`config.mk`:
```
export PLATFORM = sky130hd
export DESIGN_NAME = dda_line_rasterizer_flat
export DESIGN_NICKNAME = d
export VERILOG_FILES = /design/src/rtl/dda_pkg.sv /design/src/rtl/dda_cmd_if.sv /design/src/rtl/dda_pix_if.sv /design/src/rtl/dda_axis.sv /design/src/rtl/dda_seq.sv /design/src/rtl/dda_line_rasterizer.sv /design/src/flat_wrapper.sv
export SDC_FILE = /design/constraint.sdc
export NUM_CORES = 1
export LEC_CHECK = 0
export CORE_MARGIN = 5
export CORE_UTILIZATION = 47
export CTS_BUF_LIST = sky130_fd_sc_hd__clkbuf_4
export CTS_CLUSTER_SIZE = 30
export DETAILED_ROUTE_END_ITERATION = 6
export DONT_BUFFER_PORTS = 1
export GPL_TIMING_DRIVEN = 0
export PLACE_DENSITY = 0.58
export REMOVE_ABC_BUFFERS = 1
export SYNTH_ARGS = -nofsm -noshare
export SYNTH_HDL_FRONTEND = slang
export SYNTH_SLANG_ARGS = --single-unit
```
`constraint.sdc`:
```
create_clock -name clk -period 5.4 [get_ports clk]
set_input_delay 0.54 -clock clk [delete_from_list [all_inputs] [get_ports clk]]
set_output_delay 0.54 -clock clk [all_outputs]
set_load 0.05 [all_outputs]
```
`src/rtl/dda_pkg.sv`:
```
`timescale 1ns / 1ps

package dda_pkg;

    localparam int SCREEN_SIDE = 64;
    localparam int COORD_W     = 6;
    localparam int COLOR_W     = 32;
    localparam int REM_W       = COORD_W + 1;

    localparam logic [COORD_W-1:0] COORD_MAX = COORD_W'(SCREEN_SIDE - 1);

    typedef logic [COORD_W-1:0] coord_t;
    typedef logic [COLOR_W-1:0] color_t;

    typedef enum logic [1:0] {
        ST_IDLE,
        ST_SETUP,
        ST_RUN
    } dda_state_t;

    // Control from the sequencer to each axis stepper.
    typedef struct packed {
        logic load;
        logic step;
    } dda_axis_ctl_t;

    // Coordinates at or beyond the screen edge are pulled back onto it.
    function automatic coord_t clamp_coord(input coord_t c);
        coord_t r;
        r = c;
        if (c > COORD_MAX)
        begin
            r = COORD_MAX;
        end
        return r;
    endfunction

endpackage

```
`src/rtl/dda_cmd_if.sv`:
```
`timescale 1ns / 1ps

interface dda_cmd_if;
    logic            valid;
    logic            ready;
    dda_pkg::coord_t start_x;
    dda_pkg::coord_t start_y;
    dda_pkg::coord_t end_x;
    dda_pkg::coord_t end_y;
    dda_pkg::color_t line_color;

    modport source (output valid, start_x, start_y, end_x, end_y, line_color, input ready);
    modport sink   (input valid, start_x, start_y, end_x, end_y, line_color, output ready);
endinterface

```
`src/rtl/dda_pix_if.sv`:
```
`timescale 1ns / 1ps

interface dda_pix_if;
    logic            valid;
    logic            ready;
    dda_pkg::coord_t pixel_x;
    dda_pkg::coord_t pixel_y;
    dda_pkg::color_t pixel_color;
    logic            last_pixel;

    modport source (output valid, pixel_x, pixel_y, pixel_color, last_pixel, input ready);
    modport sink   (input valid, pixel_x, pixel_y, pixel_color, last_pixel, output ready);
endinterface

```
`src/rtl/dda_axis.sv`:
```
`timescale 1ns / 1ps

// One coordinate axis: holds start and end and steps k*mag/len exactly
// as a quotient and a remainder, one add and compare per step.
module dda_axis (
    input  logic                   clk,
    input  logic                   rst_n,
    input  dda_pkg::dda_axis_ctl_t ctl,
    input  dda_pkg::coord_t        pos_start,
    input  dda_pkg::coord_t        pos_end,
    input  dda_pkg::coord_t        len,
    output dda_pkg::coord_t        mag,
    output dda_pkg::coord_t        coord
);

    dda_pkg::coord_t s_reg, s_next;
    dda_pkg::coord_t e_reg, e_next;
    dda_pkg::coord_t q_reg, q_next;
    dda_pkg::coord_t r_reg, r_next;

    logic                      up;
    logic [dda_pkg::REM_W-1:0] r_sum;

    assign up  = (e_reg >= s_reg);
    assign mag = up ? (e_reg - s_reg) : (s_reg - e_reg);

    // Falling direction rounds the offset up, so the coordinate rounds down.
    assign coord = up ? (s_reg + q_reg)
                      : (s_reg - q_reg - dda_pkg::coord_t'(r_reg != '0));

    always_comb
    begin
        s_next = s_reg;
        e_next = e_reg;
        q_next = q_reg;
        r_next = r_reg;
        r_sum  = {1'b0, r_reg} + {1'b0, mag};
        if (ctl.load)
        begin
            s_next = dda_pkg::clamp_coord(pos_start);
            e_next = dda_pkg::clamp_coord(pos_end);
            q_next = '0;
            r_next = '0;
        end
        else if (ctl.step)
        begin
            if (r_sum >= {1'b0, len})
            begin
                r_next = dda_pkg::coord_t'(r_sum - {1'b0, len});
                q_next = q_reg + 1'b1;
            end
            else
            begin
                r_next = r_sum[dda_pkg::COORD_W-1:0];
            end
        end
    end

    always_ff @(posedge clk)
    begin
        s_reg <= s_next;
        e_reg <= e_next;
    end

    always_ff @(posedge clk or negedge rst_n)
    begin
        if (!rst_n)
        begin
            q_reg <= '0;
            r_reg <= '0;
        end
        else
        begin
            q_reg <= q_next;
            r_reg <= r_next;
        end
    end

endmodule

```
`src/rtl/dda_seq.sv`:
```
`timescale 1ns / 1ps

// Sequencer: takes a command, sets the line length, then steps both axes
// once per pixel that the output register can take.
module dda_seq (
    input  logic                   clk,
    input  logic                   rst_n,
    input  logic                   cmd_valid,
    output logic                   cmd_ready,
    input  dda_pkg::coord_t        mag_x,
    input  dda_pkg::coord_t        mag_y,
    input  logic                   out_free,
    output dda_pkg::dda_axis_ctl_t ctl,
    output dda_pkg::coord_t        len,
    output logic                   emit,
    output logic                   last
);

    dda_pkg::dda_state_t state_reg, state_next;
    dda_pkg::coord_t     len_reg, len_next;
    dda_pkg::coord_t     k_reg, k_next;

    assign len  = len_reg;
    assign last = (k_reg == len_reg - 1'b1);

    always_comb
    begin
        state_next = state_reg;
        len_next   = len_reg;
        k_next     = k_reg;
        cmd_ready  = 1'b0;
        emit       = 1'b0;
        ctl        = '0;
        unique case (state_reg)
            dda_pkg::ST_IDLE:
            begin
                cmd_ready = 1'b1;
                if (cmd_valid)
                begin
                    ctl.load   = 1'b1;
                    state_next = dda_pkg::ST_SETUP;
                end
            end
            dda_pkg::ST_SETUP:
            begin
                len_next = (mag_x > mag_y) ? mag_x : mag_y;
                k_next   = '0;
                // A zero-length line produces no pixels.
                if (len_next == '0)
                begin
                    state_next = dda_pkg::ST_IDLE;
                end
                else
                begin
                    state_next = dda_pkg::ST_RUN;
                end
            end
            dda_pkg::ST_RUN:
            begin
                if (out_free)
                begin
                    emit     = 1'b1;
                    ctl.step = 1'b1;
                    k_next   = k_reg + 1'b1;
                    if (last)
                    begin
                        state_next = dda_pkg::ST_IDLE;
                    end
                end
            end
            default:
            begin
                state_next = dda_pkg::ST_IDLE;
            end
        endcase
    end

    always_ff @(posedge clk or negedge rst_n)
    begin
        if (!rst_n)
        begin
            state_reg <= dda_pkg::ST_IDLE;
            len_reg   <= '0;
            k_reg     <= '0;
        end
        else
        begin
            state_reg <= state_next;
            len_reg   <= len_next;
            k_reg     <= k_next;
        end
    end

endmodule

```
`src/rtl/dda_line_rasterizer.sv`:
```
`timescale 1ns / 1ps

// Channel  Role    Beat contents
// -------  ------  ----------------------------------------------------
// cmd      sink    start_x, start_y, end_x, end_y, line_color
// pix      source  pixel_x, pixel_y, pixel_color, last_pixel
//
// A line of length L (the larger of the two coordinate spans) is handled in
// steps: the command beat is accepted, L is computed, then pixels go one
// per cycle, unless pix stalls, from the two axis steppers to the output register.
// The next command is taken as soon as the last pixel has entered the
// output register. A zero-length line emits nothing, going idle from set-up.
// Reset is asynchronous and active low; it idles the sequencer and empties
// the output register. A stall on pix holds the pixel and pauses stepping.
module dda_line_rasterizer (
    input  logic      clk,
    input  logic      rst_n,
    dda_cmd_if.sink   cmd,
    dda_pix_if.source pix
);

    dda_pkg::dda_axis_ctl_t ctl;
    dda_pkg::coord_t        len;
    dda_pkg::coord_t        mag_x;
    dda_pkg::coord_t        mag_y;
    dda_pkg::coord_t        coord_x;
    dda_pkg::coord_t        coord_y;
    logic                   emit;
    logic                   last;
    logic                   out_free;

    // The color word is held for the whole line.
    dda_pkg::color_t color_reg, color_next;

    // Output register: one pixel beat waiting for the consumer.
    logic            pix_valid_reg, pix_valid_next;
    dda_pkg::coord_t pix_x_reg, pix_x_next;
    dda_pkg::coord_t pix_y_reg, pix_y_next;
    dda_pkg::color_t pix_color_reg, pix_color_next;
    logic            pix_last_reg, pix_last_next;

    assign out_free = !pix_valid_reg || pix.ready;

    dda_seq u_seq (
        .clk       (clk),
        .rst_n     (rst_n),
        .cmd_valid (cmd.valid),
        .cmd_ready (cmd.ready),
        .mag_x     (mag_x),
        .mag_y     (mag_y),
        .out_free  (out_free),
        .ctl       (ctl),
        .len       (len),
        .emit      (emit),
        .last      (last)
    );

    dda_axis u_axis_x (
        .clk       (clk),
        .rst_n     (rst_n),
        .ctl       (ctl),
        .pos_start (cmd.start_x),
        .pos_end   (cmd.end_x),
        .len       (len),
        .mag       (mag_x),
        .coord     (coord_x)
    );

    dda_axis u_axis_y (
        .clk       (clk),
        .rst_n     (rst_n),
        .ctl       (ctl),
        .pos_start (cmd.start_y),
        .pos_end   (cmd.end_y),
        .len       (len),
        .mag       (mag_y),
        .coord     (coord_y)
    );

    always_comb
    begin
        color_next     = ctl.load ? cmd.line_color : color_reg;
        pix_valid_next = pix_valid_reg;
        pix_x_next     = pix_x_reg;
        pix_y_next     = pix_y_reg;
        pix_color_next = pix_color_reg;
        pix_last_next  = pix_last_reg;
        if (emit)
        begin
            // The stepper's current coordinates belong to this pixel; the
            // step taken in the same cycle prepares the next one.
            pix_valid_next = 1'b1;
            pix_x_next     = coord_x;
            pix_y_next     = coord_y;
            pix_color_next = color_reg;
            pix_last_next  = last;
        end
        else if (pix.ready)
        begin
            pix_valid_next = 1'b0;
        end
    end

    always_ff @(posedge clk)
    begin
        color_reg     <= color_next;
        pix_x_reg     <= pix_x_next;
        pix_y_reg     <= pix_y_next;
        pix_color_reg <= pix_color_next;
        pix_last_reg  <= pix_last_next;
    end

    always_ff @(posedge clk or negedge rst_n)
    begin
        if (!rst_n)
        begin
            pix_valid_reg <= 1'b0;
        end
        else
        begin
            pix_valid_reg <= pix_valid_next;
        end
    end

    assign pix.valid       = pix_valid_reg;
    assign pix.pixel_x     = pix_x_reg;
    assign pix.pixel_y     = pix_y_reg;
    assign pix.pixel_color = pix_color_reg;
    assign pix.last_pixel  = pix_last_reg;

endmodule

```
`src/flat_wrapper.sv`:
```
// flat-port wrapper written by rule: the top's interface ports become plain ports
module dda_line_rasterizer_flat 
  (clk, rst_n, cmd_valid, cmd_start_x, cmd_start_y, cmd_end_x, cmd_end_y, cmd_line_color, cmd_ready, pix_valid, pix_pixel_x, pix_pixel_y, pix_pixel_color, pix_last_pixel, pix_ready);
  dda_cmd_if cmd_i ();
  dda_pix_if pix_i ();
  input  logic clk;
  input  logic rst_n;
  input wire logic [$bits(cmd_i.valid)-1:0] cmd_valid;
  input wire logic [$bits(cmd_i.start_x)-1:0] cmd_start_x;
  input wire logic [$bits(cmd_i.start_y)-1:0] cmd_start_y;
  input wire logic [$bits(cmd_i.end_x)-1:0] cmd_end_x;
  input wire logic [$bits(cmd_i.end_y)-1:0] cmd_end_y;
  input wire logic [$bits(cmd_i.line_color)-1:0] cmd_line_color;
  output wire logic [$bits(cmd_i.ready)-1:0] cmd_ready;
  output wire logic [$bits(pix_i.valid)-1:0] pix_valid;
  output wire logic [$bits(pix_i.pixel_x)-1:0] pix_pixel_x;
  output wire logic [$bits(pix_i.pixel_y)-1:0] pix_pixel_y;
  output wire logic [$bits(pix_i.pixel_color)-1:0] pix_pixel_color;
  output wire logic [$bits(pix_i.last_pixel)-1:0] pix_last_pixel;
  input wire logic [$bits(pix_i.ready)-1:0] pix_ready;
  assign cmd_i.valid = cmd_valid;
  assign cmd_i.start_x = cmd_start_x;
  assign cmd_i.start_y = cmd_start_y;
  assign cmd_i.end_x = cmd_end_x;
  assign cmd_i.end_y = cmd_end_y;
  assign cmd_i.line_color = cmd_line_color;
  assign cmd_ready = cmd_i.ready;
  assign pix_valid = pix_i.valid;
  assign pix_pixel_x = pix_i.pixel_x;
  assign pix_pixel_y = pix_i.pixel_y;
  assign pix_pixel_color = pix_i.pixel_color;
  assign pix_last_pixel = pix_i.last_pixel;
  assign pix_i.ready = pix_ready;
  dda_line_rasterizer u_core (.clk(clk), .rst_n(rst_n), .cmd(cmd_i), .pix(pix_i));
endmodule
```
==> summary.txt <==
Synth
  • Xor/xnor share of the synthesized area: 5.96%
  • Simple-gate share of the synthesized area: 8.34%
  • FFs w/ async S/R, synth: 27.9%
  • Synth area leaders: edfxtp_1 38%, ha_1 13%, dfrtp_1 12%
  • Largest family of logic cells by synthesized area: adder cells
  • Sequential element share of the synthesized area: 50.0%
  • Synth Area in Adders: 16.3%
  • Post-synth top area share: 37.8%
  • Post-Syn Area: 8020 µm²
  • Number of enable flip-flop cells after synthesis: 101
  • Post-synthesis compound-gate area fraction: 11.2%
  • Ys flop type: edfxtp_1
  • Yosys warnings: 0
  • Syn_area_per_cell: 11.3 µm²
  • Count of different cell masters after synthesis: 56
  • Cell taking the most area after synthesis: edfxtp_1
  • Post-synthesis mux area share: 2.79%
  • Cells after synthesis: 710
  • Flops & latches, synth: 140

Placed design
  • Placer Congestion: 0.837
  • Place WS: -0.683 ns
  • HPWL after DPL: 12600 µm
  • Port-buffer cells: 0

Critical path
  • Crit. End Element: register
  • Worst Reg-to-Reg Cells: 21
  • Reg2reg start: u_core.u_axis_y.s_reg[4]
  • Crit path launch type: register
  • Critical-path maximum fanout: 12
  • Kind of critical path: reg2reg
  • CP max stage cell: edfxtp_1
  • Most used cell, CP: ha_1
  • R2R setup slack: 0.39 ns
  • CP Data Required Time: 5.86 ns
  • CP cell instances: inv_1, ha_1, and2_1, a221o_1, a211oi_4, buf_4, buf_4, mux2i_2, xnor2_2, ha_1, inv_1, o21ai_0, a21oi_1, xnor2_1, ha_1, nand3_1, o211a_2, nand3_4, nand2_1, or3_1, a21oi_1
  • Sum of buffers and inverters on the critical path: 4
  • CP Depth: 21
  • CP max stage delay: 0.40 ns
  • RR Endpoint: u_core.u_axis_y.q_reg[4]
  • Worst EP arrival: 5.47 ns
  • CP delay by family, top: compound AO/OA/AOI/OAI gates

Detailed routing
  • Via count: 5054
  • Final ANT Viol Nets: 0
  • Via density: 5.38
  • DRT Wirelength: 16800 µm
  • Starting DRT DRC Count: 210
  • DR DRC count: 0
  • Routed WL per cell: 17.9 µm
  • DR pass1 iterations: 5

Clock tree
  • CTS max path bufs: 2
  • Number of buffers created by CTS: 17
  • Root buf cell: clkbuf_4
  • CTS tree: built
  • H-Tree Level Count: 4
  • Worst-skew pair later-pin latency: 0.54 ns
  • Clock transition at the registers of the reported paths: 0.14 ns
  • CTS sink count: 140

Layout
  • Most common cell after layout, fill and taps aside: edfxtp_1
  • Ratio of cells with drive above 1 in the final layout: 8.48%
  • # fillers: 1446
  • Most frequent cells in the layout: 101 x edfxtp_1, 82 x ha_1, 78 x inv_1
  • Nets@finish: 862
  • Synth-to-Final Area Change: 8.30%

Floorplanning
  • Floorplan core area: 16600 µm²
  • Width of the die: 141 µm
  • Top Ports: 107
  • # rows: 47
  • Die area: 19800 µm²
  • Chip height: 141 µm
  • Initial Util: 48.2%

STA
  • Crit path time final: 5.01 ns
  • Worst-Margin Slew: 1.01 ns
  • Slew Viols, Final: 0
  • Final period util: 92.9%
  • Fmax: 199 MHz
  • Endpoints failing hold: 0
  • RSZ-0062 raised after global routing: no
  • Clock skew: 0.0234 ns
  • Max transition margin: 32.5%
  • Final setup vio count: 0
  • Setup WS post-layout: 0.386 ns

GRT
  • GRT overflow: 0
  • Total track usage: 17.3%
  • Initial antenna violation count: 1
  • Vias in the first global route: 5405
  • Largest net degree at the start of global routing: 40
  • Global-route wire length before repair: 27000 µm

Min path
  • Hold wc startpoint: cmd_end_x[0]
  • WHS Path Cells: 0
  • Worst Hold Endpoint: u_core.u_axis_x.e_reg[0]
  • Hold WC Path Type: in2reg

Run status
  • Status: complete, no violations

Flow run
  • MaxCap Viol Count: 0
-- synthesized netlist by cell type, drive strengths merged (2+ instances only) --
cell type,count
a211o,2
a211oi,3
a21boi,3
a21o,10
a21oi,45
a221oi,2
a22o,2
a31oi,6
and3,2
buf,7
clkbuf,29
dfrtp,39
edfxtp,101
fa,14
ha,82
inv,80
mux2,3
mux2i,19
nand2,48
nand2b,8
nand3,13
nand3b,4
nand4,8
nor2,34
nor2b,6
nor3,6
nor4,3
o211a,2
o211ai,6
o21ai,40
o21bai,7
o31ai,3
or3,6
xnor2,39
xor2,13
-- layer usage --
layer | up-vias | global-route usage, % | routed length [µm]
met5 | - | 0 | 0
met4 | 0 | 5.61 | 306
met3 | 24 | 4.06 | 476
met2 | 90 | 31.5 | 8820
met1 | 2453 | 20.0 | 7210
li1 | 2487 | - | -
-- worst max path at each step --
stage	startpoint	endpoint	slack [ns]
after detailed placement	u_core.u_axis_x.s_reg[1]	u_core.u_axis_x.q_reg[1]	-0.68
after global placement	u_core.u_axis_x.s_reg[1]	u_core.u_axis_x.q_reg[1]	-1.16
after CTS	u_core.u_axis_y.s_reg[1]	u_core.u_axis_y.q_reg[5]	0.01
final	u_core.u_axis_y.s_reg[4]	u_core.u_axis_y.q_reg[4]	0.39
after global routing	u_core.u_axis_y.s_reg[4]	u_core.u_axis_y.q_reg[4]	0.02
after floorplan	u_core.u_axis_x.s_reg[1]	u_core.u_axis_x.q_reg[1]	0.14
-- worst reg2reg max path, cell delays in order, from the launching register on --
cell and delay, ns:
edfxtp_1 0.40, inv_1 0.07, ha_1 0.39, and2_1 0.22, a221o_1 0.33, a211oi_4 0.29
buf_4 0.19, buf_4 0.20, mux2i_2 0.28, xnor2_2 0.15, ha_1 0.36, inv_1 0.04
o21ai_0 0.18, a21oi_1 0.11, xnor2_1 0.15, ha_1 0.36, nand3_1 0.11, o211a_2 0.32
nand3_4 0.16, nand2_1 0.13, or3_1 0.36, a21oi_1 0.13
-- kinds of logic (layout without fill, tap and decap cells) --
kind of cell / Yosys count / after routing
simple gates: 142 / 142
other cells: 0 / 1
buf+inv: 116 / 125
fa+ha+maj: 96 / 96
xor+xnor: 52 / 52
flops: 140 / 140
mux: 22 / 22
compound gates: 142 / 142
-- per-stage QoR --
stage / cell area, µm² / std cells / hold slack, ns / util (%) / setup TNS (ns)
after CTS: 8600 / 935 / 0.0298 / 51.7 / 0
final: 8690 / 940 / 0.0840 / 52.2 / 0
after detailed placement: 8210 / 896 / 0.246 / 49.3 / -9.27
after global routing: 8690 / 940 / 0.00545 / 52.2 / 0
after global placement: 8160 / 894 / 0.247 / 49.0 / -14.45
after floorplan: 7880 / 674 / 0.244 / - / 0
-- layout make-up --
| class | count | area (µm²) | area share, % |
|---|---|---|---|
| Sequential cell | 140 | 4010 | 46.1 |
| Multi-Input combinational cell | 454 | 3650 | 42.1 |
| Clock buffer | 17 | 128 | 1.47 |
| Inverter | 80 | 300 | 3.46 |
| Antenna cell | 1 | 2.50 | 0.0288 |
| Timing Repair Buffer | 13 | 170 | 1.96 |
| Clock inverter | 15 | 150 | 1.73 |
| Tap cell | 220 | 275 | 3.17 |
-- what timing repair did --
item,in CTS,in global routing
setup buffers,5,4
resized for setup,2,10
endpoints found under the hold margin,39,0
cloned,0,0
setup endpoints to repair,23,23
pin swaps,2,1
hold buffers,2,0
Power is not shown: default switching activity piles up to over one toggle a cycle in this logic, so the estimate is an artifact.
